==> src/sv/srft_pkg.sv <==
package srft_pkg;

	localparam int TABLE_ENTRIES = 16;
	localparam int CARD_SLOTS    = 16;
	localparam int IDX_W         = (TABLE_ENTRIES > 1) ? $clog2(TABLE_ENTRIES) : 1;
	localparam int CNT_W         = 5;

	localparam int IN_W  = 48;
	localparam int OUT_W = 16;

	localparam logic [2:0] OP_QUERY = 3'd0;
	localparam logic [2:0] OP_MARKV = 3'd1;
	localparam logic [2:0] OP_MARKC = 3'd2;
	localparam logic [2:0] OP_TICK  = 3'd3;
	localparam logic [2:0] OP_SWEEP = 3'd4;

	localparam logic [1:0] KIND_TREE  = 2'd0;
	localparam logic [1:0] KIND_FRAME = 2'd1;
	localparam logic [1:0] KIND_CARD  = 2'd2;
	localparam logic [1:0] KIND_NONE  = 2'd3;

	typedef enum logic [1:0] {
		ST_IDLE,
		ST_SCAN,
		ST_DONE
	} state_t;

	typedef struct packed {
		logic [CNT_W-1:0] removed_count;
		logic             table_full;
		logic             entry_added;
		logic             session_found;
		logic             refresh_needed;
	} result_t;

	// one-hot card select; numbers beyond the slot count select nothing
	function automatic logic [CARD_SLOTS-1:0] card_mask(input logic [3:0] card);
		logic [CARD_SLOTS-1:0] m;
		for (int i = 0; i < CARD_SLOTS; i++) begin
			m[i] = (card == 4'(i));
		end
		return m;
	endfunction

endpackage

==> src/sv/session_refresh_flag_table.sv <==
// Session table of TABLE_ENTRIES entries with per-session view and card change bits.
// One word is taken at a time; s_tready is high only while the sequencer is idle.
// Query, mark-views, mark-card and sweep walk the table one entry per cycle with a
// single key compare / idle-time subtract; a query stops at the entry that hits, and a
// tick or an unused operation skips the walk and goes straight to its result. The
// result sits in an output register, so the next word may be accepted while it waits;
// a result still waiting there when the following one is ready holds the sequencer
// until it is taken. The user must write idle_limit via cfg_we/cfg_wdata only while
// the block is idle; the block itself does not enforce this. Reset value is 300.
module session_refresh_flag_table import srft_pkg::*; (
	input  logic             clk,
	input  logic             arst_n,
	input  logic             s_tvalid,
	output logic             s_tready,
	// operation[2:0], session_key[34:3], query_kind[36:35], card_number[40:37],
	// view_mask[42:41], zero fill
	input  logic [IN_W-1:0]  s_tdata,
	output logic             m_tvalid,
	input  logic             m_tready,
	// refresh_needed[0], session_found[1], entry_added[2], table_full[3],
	// removed_count[8:4], zero fill
	output logic [OUT_W-1:0] m_tdata,
	input  logic             cfg_we,
	input  logic [15:0]      cfg_wdata
);

	localparam logic [IDX_W-1:0] LAST_IDX = IDX_W'(TABLE_ENTRIES - 1);

	state_t state_q, state_d;

	logic [IDX_W-1:0] idx_q;
	logic [2:0]       op_q;
	logic [31:0]      key_q;
	logic [1:0]       kind_q;
	logic [3:0]       card_q;
	logic [1:0]       vmask_q;
	logic             free_found_q;
	logic [IDX_W-1:0] free_idx_q;
	result_t          res_q;
	result_t          out_q;
	logic             out_valid_q;
	logic [31:0]      seconds_q;
	logic [15:0]      idle_limit_q;

	logic [TABLE_ENTRIES-1:0] valid_q;
	logic [31:0]              key_mem   [TABLE_ENTRIES];
	logic [31:0]              seen_mem  [TABLE_ENTRIES];
	logic [1:0]               view_mem  [TABLE_ENTRIES];
	logic [CARD_SLOTS-1:0]    cards_mem [TABLE_ENTRIES];

	logic                  accept;
	logic                  cur_valid;
	logic                  cur_hit;
	logic                  cur_stale;
	logic                  is_last;
	logic                  free_any;
	logic [IDX_W-1:0]      free_now;
	logic [31:0]           idle_time;
	logic [CARD_SLOTS-1:0] cmask;
	logic                  cur_refresh;
	logic                  out_free;

	assign accept    = s_tvalid && s_tready;
	assign s_tready  = (state_q == ST_IDLE);
	assign cur_valid = valid_q[idx_q];
	assign cur_hit   = cur_valid && (key_mem[idx_q] == key_q);
	assign idle_time = seconds_q - seen_mem[idx_q];
	assign cur_stale = cur_valid && (idle_time > {16'd0, idle_limit_q});
	assign is_last   = (idx_q == LAST_IDX);
	assign free_any  = free_found_q || !cur_valid;
	assign free_now  = free_found_q ? free_idx_q : idx_q;
	assign cmask     = card_mask(card_q);
	assign out_free  = !out_valid_q || m_tready;

	always_comb begin
		unique case (kind_q)
			KIND_TREE:  cur_refresh = view_mem[idx_q][0];
			KIND_FRAME: cur_refresh = view_mem[idx_q][1];
			KIND_CARD:  cur_refresh = |(cards_mem[idx_q] & cmask);
			KIND_NONE:  cur_refresh = 1'b0;
			default:    cur_refresh = 1'b0;
		endcase
	end

	always_ff @(posedge clk or negedge arst_n) begin
		if (!arst_n) begin
			state_q <= ST_IDLE;
		end else begin
			state_q <= state_d;
		end
	end

	always_comb begin
		state_d = state_q;
		unique case (state_q)
			ST_IDLE: begin
				if (accept) begin
					if (s_tdata[2:0] == OP_QUERY || s_tdata[2:0] == OP_MARKV ||
					    s_tdata[2:0] == OP_MARKC || s_tdata[2:0] == OP_SWEEP) begin
						state_d = ST_SCAN;
					end else begin
						state_d = ST_DONE;
					end
				end
			end
			ST_SCAN: begin
				if (is_last || (op_q == OP_QUERY && cur_hit)) begin
					state_d = ST_DONE;
				end
			end
			ST_DONE: begin
				if (out_free) begin
					state_d = ST_IDLE;
				end
			end
			default: state_d = ST_IDLE;
		endcase
	end

	// sequencer control, counters and pending result
	always_ff @(posedge clk or negedge arst_n) begin
		if (!arst_n) begin
			idx_q        <= '0;
			free_found_q <= 1'b0;
			free_idx_q   <= '0;
			res_q        <= '0;
			seconds_q    <= '0;
			idle_limit_q <= 16'd300;
			valid_q      <= '0;
		end else begin
			if (cfg_we) begin
				idle_limit_q <= cfg_wdata;
			end
			if (accept) begin
				idx_q        <= '0;
				free_found_q <= 1'b0;
				res_q        <= '0;
				if (s_tdata[2:0] == OP_TICK) begin
					seconds_q <= seconds_q + 32'd1;
				end
			end else if (state_q == ST_SCAN) begin
				idx_q <= idx_q + IDX_W'(1);
				unique case (op_q)
					OP_QUERY: begin
						if (cur_hit) begin
							res_q.session_found  <= 1'b1;
							res_q.refresh_needed <= cur_refresh;
						end else begin
							if (!cur_valid && !free_found_q) begin
								free_found_q <= 1'b1;
								free_idx_q   <= idx_q;
							end
							if (is_last) begin
								if (free_any) begin
									valid_q[free_now] <= 1'b1;
									res_q.entry_added <= 1'b1;
								end else begin
									res_q.table_full  <= 1'b1;
								end
							end
						end
					end
					OP_SWEEP: begin
						if (cur_stale) begin
							valid_q[idx_q] <= 1'b0;
							if (res_q.removed_count != '1) begin
								res_q.removed_count <= res_q.removed_count + CNT_W'(1);
							end
						end
					end
					default: ;
				endcase
			end
		end
	end

	// input word and entry payload
	always_ff @(posedge clk) begin
		if (accept) begin
			op_q    <= s_tdata[2:0];
			key_q   <= s_tdata[34:3];
			kind_q  <= s_tdata[36:35];
			card_q  <= s_tdata[40:37];
			vmask_q <= s_tdata[42:41];
		end
		if (state_q == ST_SCAN) begin
			unique case (op_q)
				OP_QUERY: begin
					if (cur_hit) begin
						seen_mem[idx_q] <= seconds_q;
						if (kind_q == KIND_TREE) begin
							view_mem[idx_q] <= view_mem[idx_q] & 2'b10;
						end else if (kind_q == KIND_FRAME) begin
							view_mem[idx_q] <= view_mem[idx_q] & 2'b01;
						end else if (kind_q == KIND_CARD) begin
							cards_mem[idx_q] <= cards_mem[idx_q] & ~cmask;
						end
					end else if (is_last && free_any) begin
						key_mem[free_now]   <= key_q;
						seen_mem[free_now]  <= seconds_q;
						view_mem[free_now]  <= '0;
						cards_mem[free_now] <= '0;
					end
				end
				OP_MARKV: begin
					if (cur_valid) begin
						view_mem[idx_q] <= view_mem[idx_q] | vmask_q;
					end
				end
				OP_MARKC: begin
					if (cur_valid) begin
						cards_mem[idx_q] <= cards_mem[idx_q] | cmask;
					end
				end
				default: ;
			endcase
		end
	end

	// output register
	always_ff @(posedge clk or negedge arst_n) begin
		if (!arst_n) begin
			out_valid_q <= 1'b0;
		end else begin
			if (state_q == ST_DONE && out_free) begin
				out_valid_q <= 1'b1;
			end else if (m_tready) begin
				out_valid_q <= 1'b0;
			end
		end
	end

	always_ff @(posedge clk) begin
		if (state_q == ST_DONE && out_free) begin
			out_q <= res_q;
		end
	end

	assign m_tvalid = out_valid_q;
	assign m_tdata  = {(OUT_W - $bits(result_t))'(0), out_q};

	a_flags_exclusive: assert property (@(posedge clk) disable iff (!arst_n)
		m_tvalid |-> $onehot0({out_q.session_found, out_q.entry_added, out_q.table_full}))
		else $error("query outcome flags not exclusive");

	a_sweep_only: assert property (@(posedge clk) disable iff (!arst_n)
		(m_tvalid && out_q.removed_count != '0) |->
			!(out_q.session_found || out_q.entry_added || out_q.table_full))
		else $error("removed count alongside query flags");

	a_accept_busy: assert property (@(posedge clk) disable iff (!arst_n)
		accept |=> !s_tready)
		else $error("ready straight after accept");

	a_alloc_one: assert property (@(posedge clk) disable iff (!arst_n)
		1'b1 |=> ($countones(valid_q) <= $countones($past(valid_q)) + 1))
		else $error("more than one entry allocated at once");

endmodule
==> config.mk <==
export PLATFORM = sky130hd
export DESIGN_NAME = session_refresh_flag_table
export DESIGN_NICKNAME = d
export VERILOG_FILES = /design/src/sv/srft_pkg.sv /design/src/sv/session_refresh_flag_table.sv
export SDC_FILE = /design/constraint.sdc
export NUM_CORES = 2
export LEC_CHECK = 0
export BUFFER_PORTS_ARGS = -buffer_cell sky130_fd_sc_hd__clkbuf_2
export CORE_MARGIN = 1.5
export CORE_UTILIZATION = 50
export DETAILED_ROUTE_END_ITERATION = 8
export GPL_ROUTABILITY_DRIVEN = 1
export PLACE_DENSITY = 0.66
export SYNTH_ARGS = -nofsm -noshare
export SYNTH_HDL_FRONTEND = slang
export SYNTH_SLANG_ARGS = --single-unit
==> constraint.sdc <==
create_clock -name clk -period 18.85 [get_ports clk]
set_input_delay 1.885 -clock clk [delete_from_list [all_inputs] [get_ports clk]]
set_output_delay 1.885 -clock clk [all_outputs]
set_load 0.05 [all_outputs]
== After elaboration in Yosys (flattened, before gate mapping) ==
Memories as Yosys holds them, arrays and structs flattened.
Index checks and enable logic that the tools add are counted.
Word-level totals
  register bits: 137
  memory bits (writable): 1312
  input port bits: 69
  output and inout port bits: 18
  logic and storage cells: 219
  memories kept: 4
Memories
  key_mem: depth 16, width 32, rd ports 1, clocked after memory_dff 0, wr ports 1, RTL line session_refresh_flag_table.sv:46  | logic [31:0] key_mem [TABLE_ENTRIES];
  seen_mem: depth 16, width 32, rd ports 1, clocked after memory_dff 0, wr ports 1, RTL line session_refresh_flag_table.sv:47  | logic [31:0] seen_mem [TABLE_ENTRIES];
  cards_mem: depth 16, width 16, rd ports 1, clocked after memory_dff 0, wr ports 1, RTL line session_refresh_flag_table.sv:49  | logic [CARD_SLOTS-1:0] cards_mem [TABLE_ENTRIES];
  view_mem: depth 16, width 2, rd ports 1, clocked after memory_dff 0, wr ports 1, RTL line session_refresh_flag_table.sv:48  | logic [1:0] view_mem [TABLE_ENTRIES];
Operators by class
  add/subtract/negate cells: 4
  $lt $le $gt $ge: 5
  equality and inequality tests: 39
  multiplexer cells: 84
  bitwise operators: 13
  reductions and logical operators: 47
Operators with widths (count)
  16-bit two-way mux: 6
  1-bit two-way mux: 49
  16-bit bitwise AND: 3
  4-bit == test (second input constant): 9
  32-bit by 1-bit adder with 32-bit output (second input constant): 1
  32-bit == test: 1
  32-bit by 16-bit > comparator with 1-bit output: 1
  32-bit two-way mux: 1
  16-bit NOT: 2
  16-bit OR: 2
  16-bit one-hot mux with 2 select lines: 1
  16-bit OR reduction: 2
  32-bit OR reduction: 1
  32-bit subtractor: 1
  4-bit two-way mux: 7
  2-bit nonzero test: 11
  2-bit two-way mux: 10
  9-bit two-way mux: 2
  4-bit by 3-bit == test with 1-bit output (second input constant): 4
  2-bit inequality test (second input constant): 8
  5-bit two-way mux: 3
  5-bit AND reduction: 3
  4-bit by 5-bit less-than comparator with 1-bit output (second input constant): 2
  3-bit by 2-bit == test with 1-bit output (second input constant): 3
  29 further kinds: 59

== Logic depth before layout (Yosys ltp) ==
  depth after elaboration: 12
  mapped depth: 32
  gate-level depth less buffers: 21

== Worst setup path after synthesis ==
No wires, ideal clock.
  kind: register to register
  from: reg idx_q[0]
  to: reg res_q[4] (netlist bit)
  setup time: 79 ps
  data arrival time: 7051 ps
  data required time: 18771 ps
  slack: 11720 ps
  cell stages (with the launch flop): 31
  buffers on the path: 11
  clock period less this slack: 7130 ps
  path through: dfrtp_1 > buf_6 > buf_12 > buf_6 > buf_6 > buf_6 > buf_4 > buf_4 > buf_4 > buf_4 > buf_2 > buf_2 > mux4_2 > mux4_2 > inv_1 > ha_1 > and3_1 > a211oi_1 > a211oi_1 > or2_2 > a21o_1 > xor2_1 > ha_1 > and4_1 > nand2_1 > or3_1 > a31oi_1 > nand4_1 > nor4b_2 > a21o_1 > mux2i_1
On the way
  word-level cells in the longest chain between the ends: 6
  elaborated cells on any way between the ends: 8
  classes of those cells: 1 x add/sub; 1 x order compare; 2 x mux; 3 x reduce/logical; 1 x memory
Ends and longest elaborated chain
  start, declared: RTL line session_refresh_flag_table.sv:31  | logic [IDX_W-1:0] idx_q;
  start signal, assigned: RTL line session_refresh_flag_table.sv:142  | idx_q <= idx_q + IDX_W'(1);
  memory 16 x 32 bit
  32-bit subtractor: RTL line session_refresh_flag_table.sv:67  | assign idle_time = seconds_q - seen_mem[idx_q];
  32-bit by 16-bit > comparator with 1-bit output: RTL line session_refresh_flag_table.sv:68  | assign cur_stale = cur_valid && (idle_time > {16'd0, idle_limit_q});
  1-bit logical AND *: RTL line session_refresh_flag_table.sv:68
  2-bit nonzero test (no line) *
  4-bit AND reduction (no line) *
  end, declared: RTL line session_refresh_flag_table.sv:39  | result_t res_q;
Mark *: on every way between the ends. The rest lies on a longest branch, timed or not. The select of a mux whose other input is x is not followed.
A chain may end at the register's enable or synchronous reset.

== Worst setup path after layout ==
  from: reg idx_q[0]
  to: mem seen_mem[0][22], enable pin
On the way
  word-level cells in the longest chain between the ends: 12
  elaborated cells on any way between the ends: 22
  classes of those cells: 2 x eq/ne; 14 x mux; 5 x reduce/logical; 1 x memory
Ends and longest elaborated chain (RTL line)
  branches (longest 12 deep; another with memory 16 x 32 bit)
  end, declared: session_refresh_flag_table.sv:47
Several ways; the timed one is not identified. The select of a mux whose other input is x is not followed.

==> results.yml <==
outcome:
  run_status: "finished clean"
power_and_ir_drop:
  p_sw_frac: 0.278
  power_mw: 8.40
  p_leak_nw: 22.0
  powerDensity_nw_per_um2: 126
  p_clk_frac: 0.333
  intPower_mw: 6.06
  p_seq_frac: 0.458
  p_comb_frac: 0.208
  p_sw_mw: 2.34
  vdd_drop_max_mv: 0.0915
global_routing:
  grt_max_degree: 149
  antenna_found_initial: 1
  gr-usage-met3: 0.0458
  grt_pass1_vias: 31622
  grt_overflow_total: 0
  met2_usage: 0.365
  grt_busiest_layer: "met2"
  grt_pass1_wl_um: 203000
  gr-usage-all-layers: 0.230
  use_met1: 0.325
logic_synthesis:
  syn_area_per_cell_um2: 19.0
  syn_area_um2: 59800
  synth_ff_type: "edfxtp_1"
  ys_async_sr_fraction: 0.0587
  yosys_warnings: 0
  syn_inst: 3139
  yosys.cell_types.count: 95
  synth_seq_cells: 1449
  synth_edf_count: 1364
  seq_area_frac_synth: 0.721
critical_path:
  critical_path_arrival_ns: 8.60
  crit_path_end_kind: "flop"
  ff2ff_path_depth: 14
  crit_path_max_fanout: 97
  path_cells: "buf_4 > buf_4 > buf_12 > mux4_2 > mux2_2 > nand2_1 > o21ai_0 > xnor2_1 > nand4_1 > nor4_4 > and2_1 > a21boi_0 > nor2_4 > buf_4"
  cp_slowest_stage_delay_ns: 0.84
  r2r_start: "idx_q[0]$_DFFE_PN0P_"
  critical-path-slowest-cell: "buf_4"
  cp-start-kind: "flop"
  path_class: "reg -> reg"
  r2r_slack_ns: 10.61
  r2r-end: "seen_mem[0][22]$_DFFE_PP_"
  path_common_cell: "buf_4"
  crit_required_ns: 19.21
clocking:
  post_cts_buffers: 0
  cts_tree: "built"
  path_clk_slew_ns: 0.06
  root_buffer: "clkbuf_16"
  cts_buffers: 147
  cts_max_path_buffers: 3
  cts.sinks: 1449
  cts_resized: 0
  htreeDepth: 4
  cts_hold_buf: 0
  insertion_delay_ns: 0.76
floorplanning:
  io_pins: 87
  die-area_um2: 122000
  rows: 126
  die_w_um: 349
  initial_core_util: 0.505
  die_h_um: 349
  coreArea_um2: 118000
finish:
  synthToLayoutAreaGrowth_pct: 11.8
  final_cell_area_um2: 66900
  drive_above_1_share: 0.238
  nets: 3417
routing:
  dr.pass1.iters: 6
  via_per_inst: 6.17
  ant_nets: 0
  drt_iter0_markers: 3570
  drc: 0
  routed-via-count: 30928
  wire_per_inst_um: 27.5
  wirelength_um: 138000
timing:
  slew_headroom: 0.0866
  rsz0062_at_grt: "no"
  fin_ws_ns: 10.61
  setup_viol: 0
  worst_pin_slew_ns: 1.37
  finalClockSkew_ns: 0.0443
  max_freq_ghz: 0.121
  drv_slew: 0
  hold_viol: 0
  post-route-period-util: 0.437
  finalCriticalPeriod_ns: 8.24
  tns_ns: 0
place:
  dpl.hpwl_um: 75900
  placed_cell_area_um2: 62200
  post-place-ws_ns: 10.52
  gp_congestion: 0.892
  portBuffers: 74
min_path:
  hold_path_class: "reg -> reg"
  min_path_cells: 1
  worstHoldEndpoint: "valid_q[10]$_DFFE_PN0P_"
  holdCritStartpoint: "valid_q[10]$_DFFE_PN0P_"
run:
  max_cap_violations: 0
-- state kept, by name, summed over array words and instances, names as in the netlist, 3 cells and up --
signal        flops
idle_limit_q     16
seen_mem        512
seconds_q        32
card_q            4
view_mem         32
key_mem         512
idx_q             4
cards_mem       256
free_idx_q        4
m_tdata           9
valid_q          16
key_q            32
op_q              3
res_q             9
-- cells in the final DEF (no fill, tap or decap), types with 49 or more instances in the layout --
cell	netlist	layout
a21oi_1	69	67
buf_4	19	75
clkbuf_16	0	148
clkbuf_2	0	73
dfrtp_1	81	77
edfxtp_1	1364	1364
ha_1	56	56
inv_1	91	88
mux2i_1	125	125
mux4_2	345	345
nand2_1	122	122
nand3_1	49	49
nor2_1	111	79
o21ai_0	69	69
xnor2_1	54	54
-- power by group through the flow --
stage,combinational [mW],clock [mW],sequential [mW]
detailed placement,1.75,0,3.92
CTS,1.76,2.85,3.85
finish,1.75,2.80,3.85
global route,1.89,2.98,3.86
global placement,1.72,0,3.90
floorplan,1.36,0,3.85
-- per-stage QoR --
stage	cells	utilization	hold WS, ns
global route	5009	0.565	0.519
floorplan	3145	-	0.425
detailed placement	4742	0.526	0.473
finish	5011	0.565	0.494
CTS	5009	0.565	0.495
global placement	4742	0.526	0.468
-- metal layers --
layer / vias to the layer above / share of wire / wire length (µm)
li1: 13131 / - / -
met1: 16333 / 0.42 / 57600
met2: 1261 / 0.48 / 66400
met3: 203 / 0.078 / 10700
met4: 0 / 0.022 / 2990
met5: - / 0 / 0
-- cell families (layout without fill, tap and decap cells) --
logic type | after synthesis | after routing | synth area share
compound gates | 354 | 354 | 0.0410
buf+inv | 246 | 510 | 0.0202
flops | 1449 | 1449 | 0.721
fa+ha+maj | 58 | 58 | 0.0122
mux | 491 | 491 | 0.156
other cells | 1 | 9 | 0.0000627
xor+xnor | 80 | 80 | 0.0117
simple gates | 460 | 460 | 0.0384
-- critical path, delay by kind of cell, from the launching register on --
| kind | cells | cell delay, ns |
|---|---|---|
| AOI/OAI and AO/OA | 2 | 0.49 |
| and+or+nand+nor | 5 | 2.16 |
| buffers and inverters | 4 | 2.89 |
| muxes | 2 | 0.87 |
| xor gates and xnor gates | 1 | 0.48 |
| DFF | 1 | 0.78 |
-- synthesized netlist by cell type, types with 7 or more instances --
cell | number | share of area
nand2_1 | 122 | 0.0077
a211oi_1 | 12 | 0.0015
o2111ai_1 | 7 | 0.0010
nor2_2 | 11 | 0.0012
dfrtp_1 | 81 | 0.034
xor2_1 | 26 | 0.0038
mux2_2 | 17 | 0.0032
and2_1 | 9 | 0.00094
buf_6 | 11 | 0.0021
nor2_1 | 111 | 0.0070
a221oi_1 | 9 | 0.0013
clkbuf_1 | 64 | 0.0040
nor2b_1 | 16 | 0.0017
mux4_2 | 345 | 0.13
o22ai_1 | 20 | 0.0021
ha_1 | 56 | 0.012
mux2i_1 | 125 | 0.021
inv_1 | 91 | 0.0057
xnor2_1 | 54 | 0.0079
o21ai_0 | 69 | 0.0058
nand4_1 | 25 | 0.0026
nor4_1 | 7 | 0.00073
a31oi_1 | 20 | 0.0021
a21oi_1 | 69 | 0.0058
buf_1 | 9 | 0.00056
edfxtp_1 | 1364 | 0.68
buf_2 | 45 | 0.0038
buf_4 | 19 | 0.0024
a21o_1 | 23 | 0.0029
nand2b_1 | 18 | 0.0019
nand3_1 | 49 | 0.0041
nor3_1 | 32 | 0.0027
a2111oi_0 | 9 | 0.0013
a22oi_1 | 32 | 0.0040
and3_1 | 25 | 0.0026
-- worst max-delay path by stage --
stage	startpoint	cells after the start	end
floorplan	idx_q[0]$_DFFE_PN0P_	30	res_q[4]$_DFFE_PN0P_
global placement	idx_q[0]$_DFFE_PN0P_	14	seen_mem[0][9]$_DFFE_PP_
detailed placement	idx_q[0]$_DFFE_PN0P_	14	seen_mem[0][9]$_DFFE_PP_
CTS	idx_q[0]$_DFFE_PN0P_	14	seen_mem[0][22]$_DFFE_PP_
global route	idx_q[0]$_DFFE_PN0P_	14	seen_mem[4][14]$_DFFE_PP_
finish	idx_q[0]$_DFFE_PN0P_	14	seen_mem[0][22]$_DFFE_PP_
-- area by class of cell --
type,count,area [µm²]
antenna,2,5.00
clock buffer,186,3860
clock inverter,81,785
fill,8768,51500
inverter,93,354
multi-input combinational,1450,15800
sequential,1449,43100
tap,1600,2000
timing repair buffer,150,968
Note: power is estimated with default switching activity, not from simulation.
